File: src/hw/rtl/irpp_pkg.sv
package irpp_pkg;

  localparam int MAX_PACKET_LEN     = 132;
  localparam int HDR_LEN            = 4;
  localparam int REPORT_MIN_PAYLOAD = 19;
  localparam int MIN_REPORT_LEN     = HDR_LEN + REPORT_MIN_PAYLOAD;

  localparam int BYTE_W = 8;
  localparam int IDX_W  = 8;
  localparam int LEN_W  = 15;
  localparam int WORD_W = 16;

  localparam logic [BYTE_W-1:0] TS_REPORT_ID = 8'hFB;
  localparam int SENSOR_ID_OFS  = 5;
  localparam int WORD_FIRST_OFS = 9;
  localparam int WORD_LAST_OFS  = 16;

  localparam int STAGE_WORDS = 4;
  localparam int SLOT_W      = $clog2(STAGE_WORDS);
  localparam int AXES        = 3;

  localparam int QUEUE_DEPTH = 4;

  localparam int CFG_IDX_W  = 2;
  localparam int CFG_DATA_W = 8;

  typedef enum logic [CFG_IDX_W-1:0] {
    CFG_REPORTS_CH = 2'd0,
    CFG_ACCEL_ID   = 2'd1,
    CFG_GYRO_ID    = 2'd2,
    CFG_ROT_ID     = 2'd3
  } cfg_reg_t;

  localparam logic [CFG_DATA_W-1:0] RST_REPORTS_CH = 8'd3;
  localparam logic [CFG_DATA_W-1:0] RST_ACCEL_ID   = 8'd1;
  localparam logic [CFG_DATA_W-1:0] RST_GYRO_ID    = 8'd2;
  localparam logic [CFG_DATA_W-1:0] RST_ROT_ID     = 8'd5;

  localparam logic [1:0] ST_SAMPLE    = 2'd0;
  localparam logic [1:0] ST_NO_SAMPLE = 2'd1;
  localparam logic [1:0] ST_REJECT    = 2'd2;

  typedef enum logic [1:0] {
    KIND_NONE  = 2'd0,
    KIND_ACCEL = 2'd1,
    KIND_GYRO  = 2'd2,
    KIND_ROT   = 2'd3
  } kind_t;

  typedef struct packed {
    logic              stage;
    logic [SLOT_W-1:0] slot;
    logic [WORD_W-1:0] word;
    logic              emit;
    logic              reject;
    kind_t             kind;
  } q_entry_t;

  typedef struct packed {
    logic     valid;
    q_entry_t entry;
  } q_push_t;

  typedef struct packed {
    logic     valid;
    q_entry_t entry;
  } q_head_t;

endpackage

File: src/hw/rtl/irpp_ifs.sv
interface irpp_in_if;
  logic       valid;
  logic       ready;
  logic [7:0] rx_byte;
  logic       packet_start;

  modport source (output valid, output rx_byte, output packet_start, input ready);
  modport sink (input valid, input rx_byte, input packet_start, output ready);
endinterface

interface irpp_out_if;
  logic               valid;
  logic               ready;
  logic [1:0]         status;
  logic signed [15:0] accel_x;
  logic signed [15:0] accel_y;
  logic signed [15:0] accel_z;
  logic signed [15:0] gyro_x;
  logic signed [15:0] gyro_y;
  logic signed [15:0] gyro_z;
  logic signed [15:0] quat_x;
  logic signed [15:0] quat_y;
  logic signed [15:0] quat_z;
  logic signed [15:0] quat_w;
  logic               attitude_ok;

  modport source (
    output valid, output status,
    output accel_x, output accel_y, output accel_z,
    output gyro_x, output gyro_y, output gyro_z,
    output quat_x, output quat_y, output quat_z, output quat_w,
    output attitude_ok,
    input ready
  );
  modport sink (
    input valid, input status,
    input accel_x, input accel_y, input accel_z,
    input gyro_x, input gyro_y, input gyro_z,
    input quat_x, input quat_y, input quat_z, input quat_w,
    input attitude_ok,
    output ready
  );
endinterface

File: src/hw/rtl/irpp_front.sv
module irpp_front (
  input  logic                            clk,
  input  logic                            rst_n,
  irpp_in_if.sink                         in_ch,
  input  logic                            cfg_we,
  input  logic [irpp_pkg::CFG_IDX_W-1:0]  cfg_index,
  input  logic [irpp_pkg::CFG_DATA_W-1:0] cfg_wdata,
  input  logic                            q_full,
  output irpp_pkg::q_push_t               q_push
);
  import irpp_pkg::*;

  logic [CFG_DATA_W-1:0] reports_ch_r, accel_id_r, gyro_id_r, rot_id_r;

  logic              discarding_r, discarding_nxt;
  logic [IDX_W-1:0]  byte_index_r, byte_index_nxt;
  logic [BYTE_W-1:0] len_low_r, len_low_nxt;
  logic [IDX_W-1:0]  pkt_len_r, pkt_len_nxt;
  logic [BYTE_W-1:0] chan_r, chan_nxt;
  logic              ts_seen_r, ts_seen_nxt;
  kind_t             kind_r, kind_nxt;
  logic [BYTE_W-1:0] low_hold_r, low_hold_nxt;

  logic              accept;
  logic [LEN_W-1:0]  len_w;
  logic              len_bad;
  logic [IDX_W-1:0]  p_ofs;
  logic [IDX_W-1:0]  p_word;
  logic              last_byte;
  logic              commit_ok;

  assign in_ch.ready = ~q_full;
  assign accept      = in_ch.valid & ~q_full;

  assign len_w     = {in_ch.rx_byte[6:0], len_low_r};
  assign len_bad   = (len_w <= LEN_W'(HDR_LEN)) || (len_w > LEN_W'(MAX_PACKET_LEN));
  assign p_ofs     = byte_index_r - IDX_W'(HDR_LEN);
  assign p_word    = p_ofs - IDX_W'(WORD_FIRST_OFS + 1);
  assign last_byte = ({1'b0, byte_index_r} + 9'd1) >= {1'b0, pkt_len_r};
  assign commit_ok = (chan_r == reports_ch_r) && (pkt_len_r >= IDX_W'(MIN_REPORT_LEN))
                     && ts_seen_r;

  always_comb begin
    discarding_nxt = discarding_r;
    byte_index_nxt = byte_index_r;
    len_low_nxt    = len_low_r;
    pkt_len_nxt    = pkt_len_r;
    chan_nxt       = chan_r;
    ts_seen_nxt    = ts_seen_r;
    kind_nxt       = kind_r;
    low_hold_nxt   = low_hold_r;
    q_push         = '0;
    q_push.entry.kind = KIND_NONE;
    if (accept) begin
      if (in_ch.packet_start) begin
        discarding_nxt = 1'b0;
        len_low_nxt    = in_ch.rx_byte;
        ts_seen_nxt    = 1'b0;
        kind_nxt       = KIND_NONE;
        byte_index_nxt = IDX_W'(1);
      end else if (!discarding_r) begin
        byte_index_nxt = byte_index_r + IDX_W'(1);
        if (byte_index_r == IDX_W'(1)) begin
          if (len_bad) begin
            discarding_nxt      = 1'b1;
            q_push.valid        = 1'b1;
            q_push.entry.emit   = 1'b1;
            q_push.entry.reject = 1'b1;
          end else begin
            pkt_len_nxt = len_w[IDX_W-1:0];
          end
        end else if (byte_index_r == IDX_W'(2)) begin
          chan_nxt = in_ch.rx_byte;
        end else if (byte_index_r >= IDX_W'(HDR_LEN)) begin
          if (p_ofs == '0) begin
            ts_seen_nxt = (in_ch.rx_byte == TS_REPORT_ID);
          end else if (p_ofs == IDX_W'(SENSOR_ID_OFS)) begin
            if (in_ch.rx_byte == accel_id_r) begin
              kind_nxt = KIND_ACCEL;
            end else if (in_ch.rx_byte == gyro_id_r) begin
              kind_nxt = KIND_GYRO;
            end else if (in_ch.rx_byte == rot_id_r) begin
              kind_nxt = KIND_ROT;
            end else begin
              kind_nxt = KIND_NONE;
            end
          end else if (p_ofs >= IDX_W'(WORD_FIRST_OFS) && p_ofs <= IDX_W'(WORD_LAST_OFS)) begin
            if (p_ofs[0]) begin
              low_hold_nxt = in_ch.rx_byte;
            end else begin
              q_push.valid       = 1'b1;
              q_push.entry.stage = 1'b1;
              q_push.entry.slot  = p_word[SLOT_W:1];
              q_push.entry.word  = {in_ch.rx_byte, low_hold_r};
            end
          end
          if (last_byte) begin
            discarding_nxt    = 1'b1;
            q_push.valid      = 1'b1;
            q_push.entry.emit = 1'b1;
            q_push.entry.kind = commit_ok ? kind_r : KIND_NONE;
          end
        end
      end
    end
  end

  always_ff @(posedge clk) begin
    if (!rst_n) begin
      discarding_r <= 1'b1;
      byte_index_r <= '0;
      len_low_r    <= '0;
      pkt_len_r    <= '0;
      chan_r       <= '0;
      ts_seen_r    <= 1'b0;
      kind_r       <= KIND_NONE;
      low_hold_r   <= '0;
    end else begin
      discarding_r <= discarding_nxt;
      byte_index_r <= byte_index_nxt;
      len_low_r    <= len_low_nxt;
      pkt_len_r    <= pkt_len_nxt;
      chan_r       <= chan_nxt;
      ts_seen_r    <= ts_seen_nxt;
      kind_r       <= kind_nxt;
      low_hold_r   <= low_hold_nxt;
    end
  end

  always_ff @(posedge clk) begin
    if (!rst_n) begin
      reports_ch_r <= RST_REPORTS_CH;
      accel_id_r   <= RST_ACCEL_ID;
      gyro_id_r    <= RST_GYRO_ID;
      rot_id_r     <= RST_ROT_ID;
    end else if (cfg_we) begin
      unique case (cfg_reg_t'(cfg_index))
        CFG_REPORTS_CH: reports_ch_r <= cfg_wdata;
        CFG_ACCEL_ID:   accel_id_r   <= cfg_wdata;
        CFG_GYRO_ID:    gyro_id_r    <= cfg_wdata;
        CFG_ROT_ID:     rot_id_r     <= cfg_wdata;
        default:        reports_ch_r <= reports_ch_r;
      endcase
    end
  end

endmodule

File: src/hw/rtl/irpp_queue.sv
module irpp_queue (
  input  logic              clk,
  input  logic              rst_n,
  input  irpp_pkg::q_push_t q_push,
  output logic              q_full,
  output irpp_pkg::q_head_t q_head,
  input  logic              q_pop
);
  import irpp_pkg::*;

  localparam int PTR_W = (QUEUE_DEPTH > 1) ? $clog2(QUEUE_DEPTH) : 1;
  localparam int CNT_W = $clog2(QUEUE_DEPTH + 1);

  q_entry_t         mem_r [QUEUE_DEPTH];
  logic [PTR_W-1:0] wr_ptr_r, wr_ptr_nxt;
  logic [PTR_W-1:0] rd_ptr_r, rd_ptr_nxt;
  logic [CNT_W-1:0] count_r, count_nxt;
  logic             do_push, do_pop;

  assign q_full       = (count_r == CNT_W'(QUEUE_DEPTH));
  assign q_head.valid = (count_r != '0);
  assign q_head.entry = mem_r[rd_ptr_r];
  assign do_push      = q_push.valid & ~q_full;
  assign do_pop       = q_pop & q_head.valid;

  always_comb begin
    wr_ptr_nxt = wr_ptr_r;
    rd_ptr_nxt = rd_ptr_r;
    count_nxt  = count_r;
    if (do_push) begin
      wr_ptr_nxt = (wr_ptr_r == PTR_W'(QUEUE_DEPTH - 1)) ? '0 : wr_ptr_r + PTR_W'(1);
    end
    if (do_pop) begin
      rd_ptr_nxt = (rd_ptr_r == PTR_W'(QUEUE_DEPTH - 1)) ? '0 : rd_ptr_r + PTR_W'(1);
    end
    if (do_push && !do_pop) begin
      count_nxt = count_r + CNT_W'(1);
    end else if (do_pop && !do_push) begin
      count_nxt = count_r - CNT_W'(1);
    end
  end

  always_ff @(posedge clk) begin
    if (!rst_n) begin
      wr_ptr_r <= '0;
      rd_ptr_r <= '0;
      count_r  <= '0;
    end else begin
      wr_ptr_r <= wr_ptr_nxt;
      rd_ptr_r <= rd_ptr_nxt;
      count_r  <= count_nxt;
    end
  end

  always_ff @(posedge clk) begin
    if (do_push) begin
      mem_r[wr_ptr_r] <= q_push.entry;
    end
  end

endmodule

File: src/hw/rtl/irpp_back.sv
module irpp_back (
  input  logic              clk,
  input  logic              rst_n,
  input  irpp_pkg::q_head_t q_head,
  output logic              q_pop,
  irpp_out_if.source        out_ch
);
  import irpp_pkg::*;

  logic [STAGE_WORDS-1:0][WORD_W-1:0] staged_r, staged_nxt;
  logic [AXES-1:0][WORD_W-1:0]        accel_r, accel_nxt;
  logic [AXES-1:0][WORD_W-1:0]        gyro_r, gyro_nxt;
  logic [STAGE_WORDS-1:0][WORD_W-1:0] quat_r, quat_nxt;
  logic                               sample_valid_r, sample_valid_nxt;
  logic                               attitude_r, attitude_nxt;
  logic                               out_valid_r, out_valid_nxt;

  logic [1:0]                         o_status_r;
  logic [AXES-1:0][WORD_W-1:0]        o_accel_r, o_gyro_r;
  logic [STAGE_WORDS-1:0][WORD_W-1:0] o_quat_r;
  logic                               o_att_r;
  logic                               load_out;

  assign q_pop = q_head.valid & (~q_head.entry.emit | ~out_valid_r | out_ch.ready);
  assign load_out = q_pop & q_head.entry.emit;

  always_comb begin
    staged_nxt       = staged_r;
    accel_nxt        = accel_r;
    gyro_nxt         = gyro_r;
    quat_nxt         = quat_r;
    sample_valid_nxt = sample_valid_r;
    attitude_nxt     = attitude_r;
    out_valid_nxt    = out_valid_r;
    if (out_ch.ready) begin
      out_valid_nxt = 1'b0;
    end
    if (q_pop) begin
      if (q_head.entry.stage) begin
        staged_nxt[q_head.entry.slot] = q_head.entry.word;
      end
      if (q_head.entry.emit) begin
        out_valid_nxt = 1'b1;
        unique case (q_head.entry.kind)
          KIND_ACCEL: begin
            accel_nxt        = staged_nxt[AXES-1:0];
            sample_valid_nxt = 1'b1;
          end
          KIND_GYRO: begin
            gyro_nxt         = staged_nxt[AXES-1:0];
            sample_valid_nxt = 1'b1;
          end
          KIND_ROT: begin
            quat_nxt         = staged_nxt;
            attitude_nxt     = 1'b1;
            sample_valid_nxt = 1'b1;
          end
          default: begin
            accel_nxt = accel_r;
          end
        endcase
      end
    end
  end

  always_ff @(posedge clk) begin
    if (!rst_n) begin
      staged_r       <= '0;
      accel_r        <= '0;
      gyro_r         <= '0;
      quat_r         <= '0;
      sample_valid_r <= 1'b0;
      attitude_r     <= 1'b0;
      out_valid_r    <= 1'b0;
    end else begin
      staged_r       <= staged_nxt;
      accel_r        <= accel_nxt;
      gyro_r         <= gyro_nxt;
      quat_r         <= quat_nxt;
      sample_valid_r <= sample_valid_nxt;
      attitude_r     <= attitude_nxt;
      out_valid_r    <= out_valid_nxt;
    end
  end

  always_ff @(posedge clk) begin
    if (load_out) begin
      o_status_r <= q_head.entry.reject ? ST_REJECT :
                    (sample_valid_nxt ? ST_SAMPLE : ST_NO_SAMPLE);
      o_accel_r  <= accel_nxt;
      o_gyro_r   <= gyro_nxt;
      o_quat_r   <= quat_nxt;
      o_att_r    <= attitude_nxt;
    end
  end

  assign out_ch.valid       = out_valid_r;
  assign out_ch.status      = o_status_r;
  assign out_ch.accel_x     = $signed(o_accel_r[0]);
  assign out_ch.accel_y     = $signed(o_accel_r[1]);
  assign out_ch.accel_z     = $signed(o_accel_r[2]);
  assign out_ch.gyro_x      = $signed(o_gyro_r[0]);
  assign out_ch.gyro_y      = $signed(o_gyro_r[1]);
  assign out_ch.gyro_z      = $signed(o_gyro_r[2]);
  assign out_ch.quat_x      = $signed(o_quat_r[0]);
  assign out_ch.quat_y      = $signed(o_quat_r[1]);
  assign out_ch.quat_z      = $signed(o_quat_r[2]);
  assign out_ch.quat_w      = $signed(o_quat_r[3]);
  assign out_ch.attitude_ok = o_att_r;

endmodule

File: src/hw/rtl/imu_report_packet_parser.sv
// Sensor report packet parser.
// in_ch carries one received packet byte per word, with packet_start set on
// the first header byte. The header gives a 15-bit little-endian length and
// a channel byte. out_ch carries one result per packet: status 2 at the
// second header byte when the length is rejected, otherwise status 0 or 1 at
// the packet's last byte, always with the latched accel, gyro and quaternion
// words and attitude_ok. cfg_we/cfg_index/cfg_wdata write the reports
// channel and the three sensor ids; write them only while idle.
// Throughput: one byte per cycle while the queue is not full. A result
// reaches out_ch through the queue write, then the queue head moving into
// the output register, which waits while out_ch holds an unaccepted result.
// A four-entry queue sits between the byte front end and the store/output
// back end; in_ch.ready drops only when that queue is full, which happens
// only while out_ch is stalled with results pending behind it.
// Reset: config registers return to defaults, stores clear to zero and the
// parser waits for a start mark. No clearing pass is needed.
module imu_report_packet_parser (
  input  logic                            clk,
  input  logic                            rst_n,
  irpp_in_if.sink                         in_ch,
  irpp_out_if.source                      out_ch,
  input  logic                            cfg_we,
  input  logic [irpp_pkg::CFG_IDX_W-1:0]  cfg_index,
  input  logic [irpp_pkg::CFG_DATA_W-1:0] cfg_wdata
);
  import irpp_pkg::*;

  q_push_t q_push;
  q_head_t q_head;
  logic    q_full;
  logic    q_pop;

  irpp_front u_front (
    .clk       (clk),
    .rst_n     (rst_n),
    .in_ch     (in_ch),
    .cfg_we    (cfg_we),
    .cfg_index (cfg_index),
    .cfg_wdata (cfg_wdata),
    .q_full    (q_full),
    .q_push    (q_push)
  );

  irpp_queue u_queue (
    .clk    (clk),
    .rst_n  (rst_n),
    .q_push (q_push),
    .q_full (q_full),
    .q_head (q_head),
    .q_pop  (q_pop)
  );

  irpp_back u_back (
    .clk    (clk),
    .rst_n  (rst_n),
    .q_head (q_head),
    .q_pop  (q_pop),
    .out_ch (out_ch)
  );

  a_push_on_accept: assert property (@(posedge clk) disable iff (!rst_n)
    q_push.valid |-> (in_ch.valid && in_ch.ready))
    else $error("queue push without an accepted byte");

  a_pop_nonempty: assert property (@(posedge clk) disable iff (!rst_n)
    q_pop |-> q_head.valid)
    else $error("queue pop while empty");

  a_reject_status: assert property (@(posedge clk) disable iff (!rst_n)
    (q_pop && q_head.entry.emit && q_head.entry.reject)
      |=> (out_ch.valid && out_ch.status == ST_REJECT))
    else $error("rejected packet did not produce a reject result");

endmodule
File: src/flat_wrapper.sv
// flat-port wrapper written by rule: the top's interface ports become plain ports
module imu_report_packet_parser_flat import irpp_pkg::*;
  (clk, rst_n, cfg_we, cfg_index, cfg_wdata, in_ch_valid, in_ch_rx_byte, in_ch_packet_start, in_ch_ready, out_ch_valid, out_ch_status, out_ch_accel_x, out_ch_accel_y, out_ch_accel_z, out_ch_gyro_x, out_ch_gyro_y, out_ch_gyro_z, out_ch_quat_x, out_ch_quat_y, out_ch_quat_z, out_ch_quat_w, out_ch_attitude_ok, out_ch_ready);
  irpp_in_if in_ch_i ();
  irpp_out_if out_ch_i ();
  input  logic clk;
  input  logic rst_n;
  input  logic cfg_we;
  input  logic [irpp_pkg::CFG_IDX_W-1:0] cfg_index;
  input  logic [irpp_pkg::CFG_DATA_W-1:0] cfg_wdata;
  input wire logic [$bits(in_ch_i.valid)-1:0] in_ch_valid;
  input wire logic [$bits(in_ch_i.rx_byte)-1:0] in_ch_rx_byte;
  input wire logic [$bits(in_ch_i.packet_start)-1:0] in_ch_packet_start;
  output wire logic [$bits(in_ch_i.ready)-1:0] in_ch_ready;
  output wire logic [$bits(out_ch_i.valid)-1:0] out_ch_valid;
  output wire logic [$bits(out_ch_i.status)-1:0] out_ch_status;
  output wire logic [$bits(out_ch_i.accel_x)-1:0] out_ch_accel_x;
  output wire logic [$bits(out_ch_i.accel_y)-1:0] out_ch_accel_y;
  output wire logic [$bits(out_ch_i.accel_z)-1:0] out_ch_accel_z;
  output wire logic [$bits(out_ch_i.gyro_x)-1:0] out_ch_gyro_x;
  output wire logic [$bits(out_ch_i.gyro_y)-1:0] out_ch_gyro_y;
  output wire logic [$bits(out_ch_i.gyro_z)-1:0] out_ch_gyro_z;
  output wire logic [$bits(out_ch_i.quat_x)-1:0] out_ch_quat_x;
  output wire logic [$bits(out_ch_i.quat_y)-1:0] out_ch_quat_y;
  output wire logic [$bits(out_ch_i.quat_z)-1:0] out_ch_quat_z;
  output wire logic [$bits(out_ch_i.quat_w)-1:0] out_ch_quat_w;
  output wire logic [$bits(out_ch_i.attitude_ok)-1:0] out_ch_attitude_ok;
  input wire logic [$bits(out_ch_i.ready)-1:0] out_ch_ready;
  assign in_ch_i.valid = in_ch_valid;
  assign in_ch_i.rx_byte = in_ch_rx_byte;
  assign in_ch_i.packet_start = in_ch_packet_start;
  assign in_ch_ready = in_ch_i.ready;
  assign out_ch_valid = out_ch_i.valid;
  assign out_ch_status = out_ch_i.status;
  assign out_ch_accel_x = out_ch_i.accel_x;
  assign out_ch_accel_y = out_ch_i.accel_y;
  assign out_ch_accel_z = out_ch_i.accel_z;
  assign out_ch_gyro_x = out_ch_i.gyro_x;
  assign out_ch_gyro_y = out_ch_i.gyro_y;
  assign out_ch_gyro_z = out_ch_i.gyro_z;
  assign out_ch_quat_x = out_ch_i.quat_x;
  assign out_ch_quat_y = out_ch_i.quat_y;
  assign out_ch_quat_z = out_ch_i.quat_z;
  assign out_ch_quat_w = out_ch_i.quat_w;
  assign out_ch_attitude_ok = out_ch_i.attitude_ok;
  assign out_ch_i.ready = out_ch_ready;
  imu_report_packet_parser u_core (.clk(clk), .rst_n(rst_n), .in_ch(in_ch_i), .out_ch(out_ch_i), .cfg_we(cfg_we), .cfg_index(cfg_index), .cfg_wdata(cfg_wdata));
endmodule
File: config.mk
export PLATFORM = sky130hd
export DESIGN_NAME = imu_report_packet_parser_flat
export DESIGN_NICKNAME = d
export VERILOG_FILES = /design/src/hw/rtl/irpp_pkg.sv /design/src/hw/rtl/irpp_ifs.sv /design/src/hw/rtl/irpp_front.sv /design/src/hw/rtl/irpp_queue.sv /design/src/hw/rtl/irpp_back.sv /design/src/hw/rtl/imu_report_packet_parser.sv /design/src/flat_wrapper.sv
export SDC_FILE = /design/constraint.sdc
export NUM_CORES = 1
export LEC_CHECK = 0
export BUFFER_PORTS_ARGS = -buffer_cell sky130_fd_sc_hd__buf_2
export CAP_MARGIN = 30
export CORE_MARGIN = 2
export CORE_UTILIZATION = 35
export DETAILED_ROUTE_END_ITERATION = 8
export GPL_TIMING_DRIVEN = 0
export PLACE_DENSITY = 0.59
export SLEW_MARGIN = 20
export SYNTH_ARGS = -nofsm -noshare
export SYNTH_HDL_FRONTEND = slang
export SYNTH_HIERARCHICAL = 1
export SYNTH_SLANG_ARGS = --single-unit
File: constraint.sdc
create_clock -name clk -period 7.3 [get_ports clk]
set_clock_uncertainty 0.15 [all_clocks]
set_input_delay 0.365 -clock clk [delete_from_list [all_inputs] [get_ports clk]]
set_output_delay 0.365 -clock clk [all_outputs]
set_load 0.05 [all_outputs]
Yosys cells after proc, flatten, opt, wreduce, memory -nomap -nowiden
Memory sizes are Yosys's and may differ from the RTL's. A register that Yosys moved wholly into a read port is not among the register bits.
Cells that the tools add are included.
{ "totals": {"register_bits": 473, "mem_bits_rw": 92, "out_inout_bits": 165, "word_cells": 204, "memories": 1} }
{ "mem_list": {"columns": ["name", "depth", "width", "read_ports", "rd_ports_with_merged_regs", "wr", "line_no", "rtl"], "rows": [
  ["u_core.u_queue.mem_r", 4, 23, 1, 1, 1, "irpp_queue.sv:14", "q_entry_t mem_r [QUEUE_DEPTH];"]
]} }
{ "op_classes": {"addsub": 8, "magnitude_cmp": 9, "eq_ne": 21, "n_mux": 76, "n_bitwise": 17, "reduce_logical": 28} }
{ "ops": {"columns": ["operator", "count"], "rows": [
  ["48-bit 2-to-1 mux", 6],
  ["64-bit 2-to-1 mux", 4],
  ["20-bit 2-to-1 mux", 4],
  ["24-bit 2-to-1 mux", 3],
  ["64-bit bitwise mux", 1],
  ["21-bit 2-to-1 mux", 2],
  ["2-bit 2-to-1 mux", 20],
  ["16-bit demux with 2-bit select", 1],
  ["8-bit == test", 4],
  ["1-bit 2-to-1 mux", 29],
  ["19-bit 2-to-1 mux", 1],
  ["16-bit 2-to-1 mux", 1],
  ["8-bit 2-to-1 mux", 2],
  ["15-bit by 8-bit greater-than comparator with 1-bit output, second input constant", 1],
  ["15-bit by 3-bit <= comparator with 1-bit output, second input constant", 1],
  ["2-bit == test, second input constant", 6],
  ["2-bit AND reduction", 6],
  ["1-bit inverter", 10],
  ["10-bit AND reduction", 1],
  ["5-bit AND reduction", 2],
  ["8-bit by 1-bit adder with 9-bit output, second input constant", 1],
  ["9-bit by 8-bit greater-or-equal comparator with 1-bit output", 1],
  ["8-bit by 1-bit adder with 8-bit output, second input constant", 1],
  ["8-bit by 1-bit == test with 1-bit output, second input constant", 1],
  ["other kinds (30)", 50]
]} }

Longest topological paths before layout
Gate-level depths: netlist of the first run.
{ "logic_depth": {"word_depth": 18, "mapped_depth": 18, "depth_no_buf": 17} }

Cells and area by module
Netlist of the first run, hierarchy kept.
{ "by_module_without_submodules": {"columns": ["module", "n_inst", "cells_per_inst", "area_each_um2", "seq_area_each_um2"], "rows": [
  ["irpp_back", 1, 1246, 15822.7, 9439.1],
  ["irpp_front", 1, 467, 4149.0, 1521.5],
  ["irpp_queue", 1, 171, 3828.7, 2942.8]
]} }

Worst setup path before layout of the first run
No wires, ideal clock.
{ "synth_path": {"path_type": "reg-to-reg", "start": "reg with a tool-made name", "end": "reg u_core.u_back.o_accel_r (netlist bit u_core/u_back/out_ch.accel_x[0]), enable pin", "setup_ns": 0.543, "arrival_ns": 5.254, "slack_ns": 1.352, "path_stages_with_launch": 9, "path_cell_list": "dfxtp_1 -> buf_6 -> buf_12 -> mux4_2 -> and2_4 -> buf_6 -> buf_4 -> buf_2 -> and2_1"} }
{ "synth_rtl": {"columns": ["element", "line_no", "rtl"], "rows": [
  ["end signal: assignment", "irpp_back.sv:90", "o_accel_r <= accel_nxt;"],
  ["end: declaration", "irpp_back.sv:19", "logic [AXES-1:0][WORD_W-1:0] o_accel_r, o_gyro_r;"]
]} }

==> results.sh, run 1 <==
export IMPL_cts_sinks=567
export IMPL_synthCells=1884
export IMPL_critPathLaunchType="register"
export IMPL_yosysTopAreaCell="edfxtp_1"
export IMPL_synth_edf_count=255
export IMPL_crit_fanout=7
export IMPL_seq_area_frac_synth_pct=58.4
export IMPL_grt_max_degree=60
export IMPL_hp_class="in2reg"
export IMPL_syn_cell_area_um2=23800
export IMPL_io_pins=189
export IMPL_period_share_pct=65.4
export IMPL_detail_route_vias_per_cell=5.39
export IMPL_wl_um=66100
export IMPL_coreArea_um2=67300
export IMPL_core_rowCount=95
export IMPL_leakage_nw=9.41
export IMPL_die_w_um=265
export IMPL_synth_common_cells="312 x dfxtp_1, 255 x edfxtp_1, 181 x a21oi_1, 163 x a31oi_1, 123 x a211oi_1"
export IMPL_track_usage_pct=18.5
export IMPL_initial_core_util_pct=35.4
export IMPL_synth_seq_cells=567
export IMPL_min_from="rst_n"
export IMPL_antenna_found_initial=0
export IMPL_rsz0062_at_grt="no"
export IMPL_setup_tns_ns=0
export IMPL_max_cap_viol_count=0
export IMPL_io_buffers=183
export IMPL_ys_types=71
export IMPL_startpoint="u_core/u_front/byte_index_r[0]"
export IMPL_yosysMostFrequentCell="dfxtp_1"
export IMPL_clock_latency_ns=0.66
export IMPL_async_flop_share_pct=0
export IMPL_drt_iter0_drc=1305
export IMPL_dp_hpwl_um=48000
export IMPL_routed_wl_met3_um=3370
export IMPL_tightest_slew_ns=0.947
export IMPL_required_ns=7.69
export IMPL_grt_overflow_total=0
export IMPL_worstPathCellList="clkbuf_1 > nand4_1 > or2_2 > xnor2_1 > ha_1 > nand3_1 > o32ai_1 > o21bai_1 > o22ai_1 > nor2b_1 > buf_2 > ha_1 > inv_1 > fa_1 > xor2_1 > or3_2 > a21boi_0"
export IMPL_crit_top_cell="ha_1"
export IMPL_ir_worst_vdd_mv=0.184
export IMPL_fin_crit_ns=4.77
export IMPL_cts_resized_gates=0
export IMPL_slew_limit_headroom_pct=35.1
export IMPL_path_clk_slew_ns=0.06
export IMPL_setup_viol=0
export IMPL_drv_slew=0
export IMPL_drc=0
export IMPL_crit_path_end_kind="register"
export IMPL_drive_above_1_share_pct=25.7
export IMPL_area_growth_pct=17.6
export IMPL_dr_wl_met2_um=32100
export IMPL_met1_length_um=28200
export IMPL_synth_flop_cell="dfxtp_1"
export IMPL_powerDensity_nw_per_um2=240
export IMPL_synth_fp_nets=1929
export IMPL_grt_pass1_vias=16600
export IMPL_hold_viol=0
export IMPL_vias=16500
export IMPL_fillerInstances=6320
export IMPL_gp_congestion=0.876
export IMPL_dieArea_um2=70100
export IMPL_dr_pass1_iters=8
export IMPL_reg2reg_from="u_core/u_front/byte_index_r[0]"
export IMPL_htreeDepth=2
export IMPL_final_nets=2186
export IMPL_worstPathArrival_ns=5.17
export IMPL_cts_tree="yes"
export IMPL_top_layer="met4"
export IMPL_whs_ns=0.0741
export IMPL_critical_path_max_stage_delay_ns=0.41
export IMPL_netlist_top_cells_area="edfxtp_1 32%, dfxtp_1 26%, a211oi_2 4.5%, a31oi_1 4.3%, mux2i_1 4.0%"
export IMPL_ant_nets=0
export IMPL_slowest_stage="or3_2"
export IMPL_yosys_warnings=6
export IMPL_cts_buffers=58
export IMPL_wl_per_cell_um=21.6
export IMPL_clock_fmax_ghz=0.209
export IMPL_ctsRootBufferMaster="clkbuf_16"
export IMPL_grt_pass1_wl_um=100000
export IMPL_synth_top_cell_area_share_pct=32.2
export IMPL_syn_area_per_cell_um2=12.6
export IMPL_path_class="reg2reg"
export IMPL_cts_path_max_buffers=3
export IMPL_status="finished, final reports clean"
export IMPL_die_h_um=265
==> what timing repair did <==
action / in CTS / in global routing
hold buffers: 12 / 0
buffers inserted: 0 / 0
endpoints found under the hold margin: 40 / 0
==> metal layers <==
layer,track usage [%],vias up
met5,0,-
met4,6.87,0
met3,2.33,131
met2,31.5,556
met1,24.0,8124
li1,-,7700
==> worst max-delay path, delay by kind of cell, from the launching register on <==
family / cells / cell delay [ns]
and+or+nand+nor: 5 / 1.33
AOI/OAI and AO/OA: 4 / 0.97
adders and majority gates: 3 / 0.89
buffers and inverters: 3 / 0.60
DFF: 1 / 0.40
xor gates and xnor gates: 2 / 0.33
==> state kept, by name (all words and copies together) (netlist names), 8 cells and up, named ones only <==
register and cells:
u_core/u_back/out_ch.gyro_y 16, u_core/u_front/pkt_len_r 8, u_core/u_front/len_low_r 8, u_core/u_back/out_ch.quat_y 16
u_core/u_back/quat_r 64, u_core/u_back/staged_r 64, u_core/u_back/out_ch.accel_y 16, u_core/u_front/gyro_id_r 8
u_core/u_front/rot_id_r 8, u_core/u_back/accel_r 48, u_core/u_front/accel_id_r 8, u_core/u_back/out_ch.quat_x 16
u_core/u_back/out_ch.accel_x 16, u_core/u_front/low_hold_r 8, u_core/u_back/out_ch.quat_w 16, u_core/u_back/gyro_r 48
u_core/u_back/out_ch.accel_z 16, u_core/u_queue/mem_r 92, u_core/u_back/out_ch.quat_z 16, u_core/u_front/byte_index_r 8
u_core/u_front/reports_ch_r 8, u_core/u_front/chan_r 8, u_core/u_back/out_ch.gyro_z 16, u_core/u_back/out_ch.gyro_x 16
==> cells by family (layout without fill, tap and decap cells) <==
group | after synthesis | count (layout) | synth area share (%)
compound gates | 642 | 642 | 19.5
xor+xnor | 42 | 42 | 1.55
fa+ha+maj | 21 | 21 | 1.14
buf+inv | 198 | 505 | 4.58
flops | 567 | 567 | 58.4
mux | 147 | 147 | 8.76
other cells | 0 | 1 | 0
simple gates | 267 | 267 | 6.05
==> metrics by stage <==
stage / worst slack [ns] / instances / cell area (um^2) / utilization [%] / total power [W]
floorplan: 1.35 / 1884 / 23800 / - / 0.00362
global placement: -0.396 / 2940 / 25800 / 38.4 / 0.00371
detailed placement: 2.63 / 2942 / 25900 / 38.5 / 0.00372
CTS: 2.57 / 3064 / 28000 / 41.6 / 0.00678
global route: 2.22 / 3064 / 28000 / 41.6 / 0.00695
finish: 2.53 / 3065 / 28000 / 41.6 / 0.00672
==> final cells by class <==
type / count / area, um^2 / share of cell area [%]
inverters: 16 / 60.1 / 0.215
plain buffers: 182 / 1030 / 3.68
well taps: 873 / 1090 / 3.90
multi-input cells: 1119 / 8820 / 31.5
repair buffers: 197 / 1090 / 3.90
clock inverters: 40 / 459 / 1.64
diodes: 1 / 2.50 / 0.00894
flip-flops and latches: 567 / 13900 / 49.7
clock buffers: 70 / 1530 / 5.45
==> power by group <==
part	total (W)	switching (W)	internal (W)
clock	0.00307	0.00128	0.00178
sequential	0.00335	0.0000228	0.00333
combinational	0.000309	0.000213	0.0000958
total	0.00672	0.00152	0.00520
==> layout by cell type, fill, tap and decap left out, types with 6 or more instances in the layout <==
master,n
dlygate4sd3_1,12
xnor2_1,24
mux4_2,22
clkbuf_16,58
clkinv_1,8
buf_6,21
inv_1,16
a211oi_1,123
mux2i_1,93
and2_1,24
buf_2,237
ha_1,20
a21oi_1,181
nor2_1,11
and3_1,6
xor2_1,18
o21ai_0,6
a21boi_0,24
nor4_1,7
nand4_1,8
edfxtp_1,255
buf_4,9
nand3_1,10
nor2b_1,50
a31oi_1,163
clkinv_2,12
nand2_1,105
mux2i_2,7
mux2i_4,24
clkbuf_1,97
dfxtp_1,312
a21oi_2,34
a211oi_2,86
bufinv_16,8
==> path summary, 6_finish.rpt <==
| path | slack [ns] | cells past startpoint | end |
|---|---|---|---|
| max reg2reg | 2.53 | 17 | u_core/u_queue/count_r[2] |
| max | 2.53 | 17 | u_core/u_queue/count_r[2] |
| min | 0.07 | 3 | u_core/u_queue/rd_ptr_r[1] |
| min reg2reg | 0.30 | 2 | u_core/u_front/kind_r[1] |
Power figures use the tool's default switching activity.
==> run 2, diff against run 1 <==
Settings changed: ABC_AREA from default to 1, PLACE_DENSITY 0.59 to 0.61.
Clock period 7.3 ns to 3.9 ns, I/O delays scaled along.
==> run 2 against run 1 <==
  * Sequential power increased by 89%
  * Register-to-register slack lost 2.2 ns
  * Worst hold slack better by 0.15 ns
  * Design area grew 2.1%
  * Synthesized cell count grew 48%
  * Clock-buffer cell count increased by 20
  * Combinational power rose by 130%
  * First-iteration DRC count fell by 5.1%
  * Cell count increased by 30%
  * Setup slack worse by 2.2 ns
  * Largest cell class unchanged
  * Largest power group unchanged
  * Highest routed layer unchanged
==> results.sh, run 2 <==
export IMPL_synth_fp_nets=2824
export IMPL_detail_route_vias_per_cell=4.50
export IMPL_io_pins=189
export IMPL_seq_area_frac_synth_pct=58.1
export IMPL_worstHoldEndpoint="u_core/u_front/reports_ch_r[6]"
export IMPL_reg2reg_depth=19
export IMPL_largest_reg_flops=92
export IMPL_cts_tree="yes"
export IMPL_rrSetupSlack_ns=0.29
export IMPL_layout_common_cells="832 x nand2_1, 476 x inv_1, 308 x dfxtp_1"
export IMPL_ant_nets=0
export IMPL_hold_viol=0
export IMPL_dieArea_um2=70500
export IMPL_wl_per_cell_um=14.9
export IMPL_worstPathArrival_ns=3.68
export IMPL_clock_fmax_ghz=0.277
export IMPL_synth_seq_cells=567
export IMPL_dr_pass1_iters=5
export IMPL_tightest_slew_ns=0.996
export IMPL_hp_class="in2reg"
export IMPL_fin_cells=3990
export IMPL_slew_limit_headroom_pct=33.6
export IMPL_drive_above_1_share_pct=16.1
export IMPL_antenna_found_initial=0
export IMPL_ir_worst_vdd_mv=0.308
export IMPL_setup_tns_ns=0
export IMPL_cts_sinks=567
export IMPL_status="finished, final reports clean"
export IMPL_initial_core_util_pct=35.5
export IMPL_final_nets=3110
export IMPL_fin_crit_ns=3.61
export IMPL_wl_um=59500
export IMPL_synth_edf_count=255
export IMPL_drc=0
export IMPL_ys_types=52
export IMPL_coreArea_um2=67400
export IMPL_critical_path_max_stage_delay_ns=0.61
export IMPL_crit_path_end_kind="register"
export IMPL_grt_overflow_total=0
export IMPL_mostFrequentLayoutCell="nand2_1"
export IMPL_place_area_um2=26200
export IMPL_area_growth_pct=19.3
export IMPL_dp_hpwl_um=41700
export IMPL_min_from="cfg_wdata[6]"
export IMPL_top_register="u_core/u_queue/mem_r"
export IMPL_pre_cts_ws_ns=-0.582
export IMPL_io_buffers=185
export IMPL_cts_buffers=60
export IMPL_gp_congestion=0.898
export IMPL_powerDensity_nw_per_um2=449
export IMPL_yosysMostFrequentCell="nand2_1"
export IMPL_min_path_cells=4
export IMPL_grt_pass1_wl_um=93000
export IMPL_ctsRootBufferMaster="clkbuf_16"
export IMPL_p_sw_share_pct=22.9
export IMPL_pwr_share_clk_pct=45.0
export IMPL_dp_cells=3842
export IMPL_die_h_um=266
export IMPL_leakage_nw=13.6
export IMPL_track_usage_pct=16.7
export IMPL_required_ns=3.96
export IMPL_synthCells=2779
export IMPL_drt_iter0_drc=1238
export IMPL_num_antenna_cells=0
export IMPL_max_cap_viol_count=0
export IMPL_yosys_warnings=6
export IMPL_syn_cell_area_um2=23900
export IMPL_yosysTopAreaCell="edfxtp_1"
export IMPL_synth_flop_cell="dfxtp_1"
export IMPL_period_share_pct=92.6
export IMPL_netlist_top_cells_area="edfxtp_1 32%, dfxtp_1 26%, nand2_1 13%, inv_1 7.5%, nor2_1 4.4%"
export IMPL_slowest_stage="nor2_4"
export IMPL_p_int_w=0.00989
export IMPL_reg2reg_from="u_core/u_front/byte_index_r[0]"
export IMPL_die_w_um=266
export IMPL_fin_area_um2=28600
export IMPL_largestRegisters="u_core/u_queue/mem_r: 92 flops, u_core/u_back/quat_r: 64 flops, u_core/u_back/staged_r: 64 flops"
export IMPL_path_clk_slew_ns=0.06
export IMPL_vias=18000
export IMPL_core_rowCount=95
export IMPL_reg2reg_to="u_core/u_queue/mem_r[3][8]"
export IMPL_clock_latency_ns=0.65
export IMPL_grt_pass1_vias=16900
export IMPL_crit_fanout=23
export IMPL_comb_power_share_pct=5.6
export IMPL_cp_num_buf_inv=3
export IMPL_synth_common_cells="835 x nand2_1, 477 x inv_1, 312 x dfxtp_1, 282 x nor2_1, 255 x edfxtp_1"
export IMPL_critPathTopFamily="simple AND/OR/NAND/NOR gates"
export IMPL_synth_top_cell_area_share_pct=32.0
export IMPL_critPathLaunchType="register"
export IMPL_finalPower_w=0.0128
export IMPL_async_flop_share_pct=0
export IMPL_drv_slew=0
export IMPL_grt_max_degree=37
export IMPL_setup_ws_ns=0.287
export IMPL_worstPathCellList="ha_2 > inv_1 > nor2_4 > xor2_1 > inv_1 > ha_1 > nand2_1 > a21oi_1 > nor2_1 > nor2_1 > nor2_1 > nand3_2 > nand2_1 > nand2_1 > nand2_2 > o21ai_4 > nand2_4 > buf_4 > nor2_4"
export IMPL_htreeDepth=2
export IMPL_path_class="reg2reg"
export IMPL_syn_area_per_cell_um2=8.62
export IMPL_power_switching_w=0.00294
export IMPL_cts_path_max_buffers=3
export IMPL_setup_viol=0
export IMPL_p_seq_share_pct=49.4
run 2: per-stage QoR:
stage | hold slack (ns) | utilization (%)
floorplan | 0.166 | -
global placement | 0.295 | 38.6
detailed placement | 0.298 | 38.8
CTS | 0.186 | 42.3
global route | 0.235 | 42.4
finish | 0.227 | 42.4
run 2: logic make-up after synthesis:
group,Yosys count,synth area share [%]
DFF,567,58.1
buffers and inverters,622,10.9
xor gates and xnor gates,31,1.13
and+or+nand+nor,1270,21.8
adders and majority gates,21,1.13
AOI/OAI and AO/OA,268,6.95
run 2: power by group through the flow:
stage | clock network, W | registers [W] | logic [W]
after global placement | 0 | 0.00647 | 0.000680
after floorplan | 0 | 0.00655 | 0.000387
after global routing | 0.00617 | 0.00634 | 0.000802
final | 0.00577 | 0.00633 | 0.000723
after detailed placement | 0 | 0.00646 | 0.000698
after CTS | 0.00592 | 0.00633 | 0.000723
run 2: routing by layer:
| metal | vias up | wire, um | part of all wire, % | track usage, % |
|---|---|---|---|---|
| li1 | 9145 | - | - | - |
| met1 | 8315 | 26200 | 44 | 21.4 |
| met2 | 404 | 28500 | 48 | 28.7 |
| met3 | 91 | 3090 | 5.2 | 2.88 |
| met4 | 0 | 1740 | 2.9 | 5.28 |
| met5 | - | 0 | 0 | 0 |
run 2: repair_timing:
action,CTS,global route
endpoints found under the hold margin,80,0
gates cloned,0,0
hold buffers,29,0
gates resized for setup,6,11
pin swaps,1,4
buffers inserted,1,4
setup endpoints to repair,95,94
run 2: final cells by class:
class / instances / area [um^2]
clock buffers: 90 / 1680
well taps: 873 / 1090
inverters: 502 / 1900
multi-input cells: 1590 / 7530
plain buffers: 120 / 733
clock inverters: 24 / 342
repair buffers: 224 / 1370
fillers: 6650 / 38800
flip-flops and latches: 567 / 13900
run 2: worst max-delay path by stage:
| stage | startpoint | endpoint | slack, ns | cells past startpoint |
|---|---|---|---|---|
| after floorplan | register | u_core/u_back/out_ch.accel_x[0] | -0.50 | 11 |
| after global placement | register | u_core/u_back/out_ch.quat_w[6] | -2.02 | 9 |
| after detailed placement | u_core/u_front/byte_index_r[0] | u_core/u_queue/count_r[2] | -0.58 | 28 |
| after CTS | u_core/u_front/byte_index_r[1] | u_core/u_queue/count_r[2] | 0.02 | 28 |
| after global routing | u_core/u_front/byte_index_r[2] | u_core/u_queue/count_r[2] | -0.009 | 23 |
| final | u_core/u_front/byte_index_r[0] | u_core/u_queue/mem_r[3][8] | 0.29 | 19 |
run 2: worst register-to-register path, stage by stage, from the launching register on:
cell,delay (ns)
dfxtp_4,0.38
ha_2,0.20
inv_1,0.07
nor2_4,0.11
xor2_1,0.16
inv_1,0.09
ha_1,0.32
nand2_1,0.08
a21oi_1,0.13
nor2_1,0.06
nor2_1,0.10
nor2_1,0.05
nand3_2,0.09
nand2_1,0.06
nand2_1,0.07
nand2_2,0.08
o21ai_4,0.18
nand2_4,0.11
buf_4,0.16
nor2_4,0.61
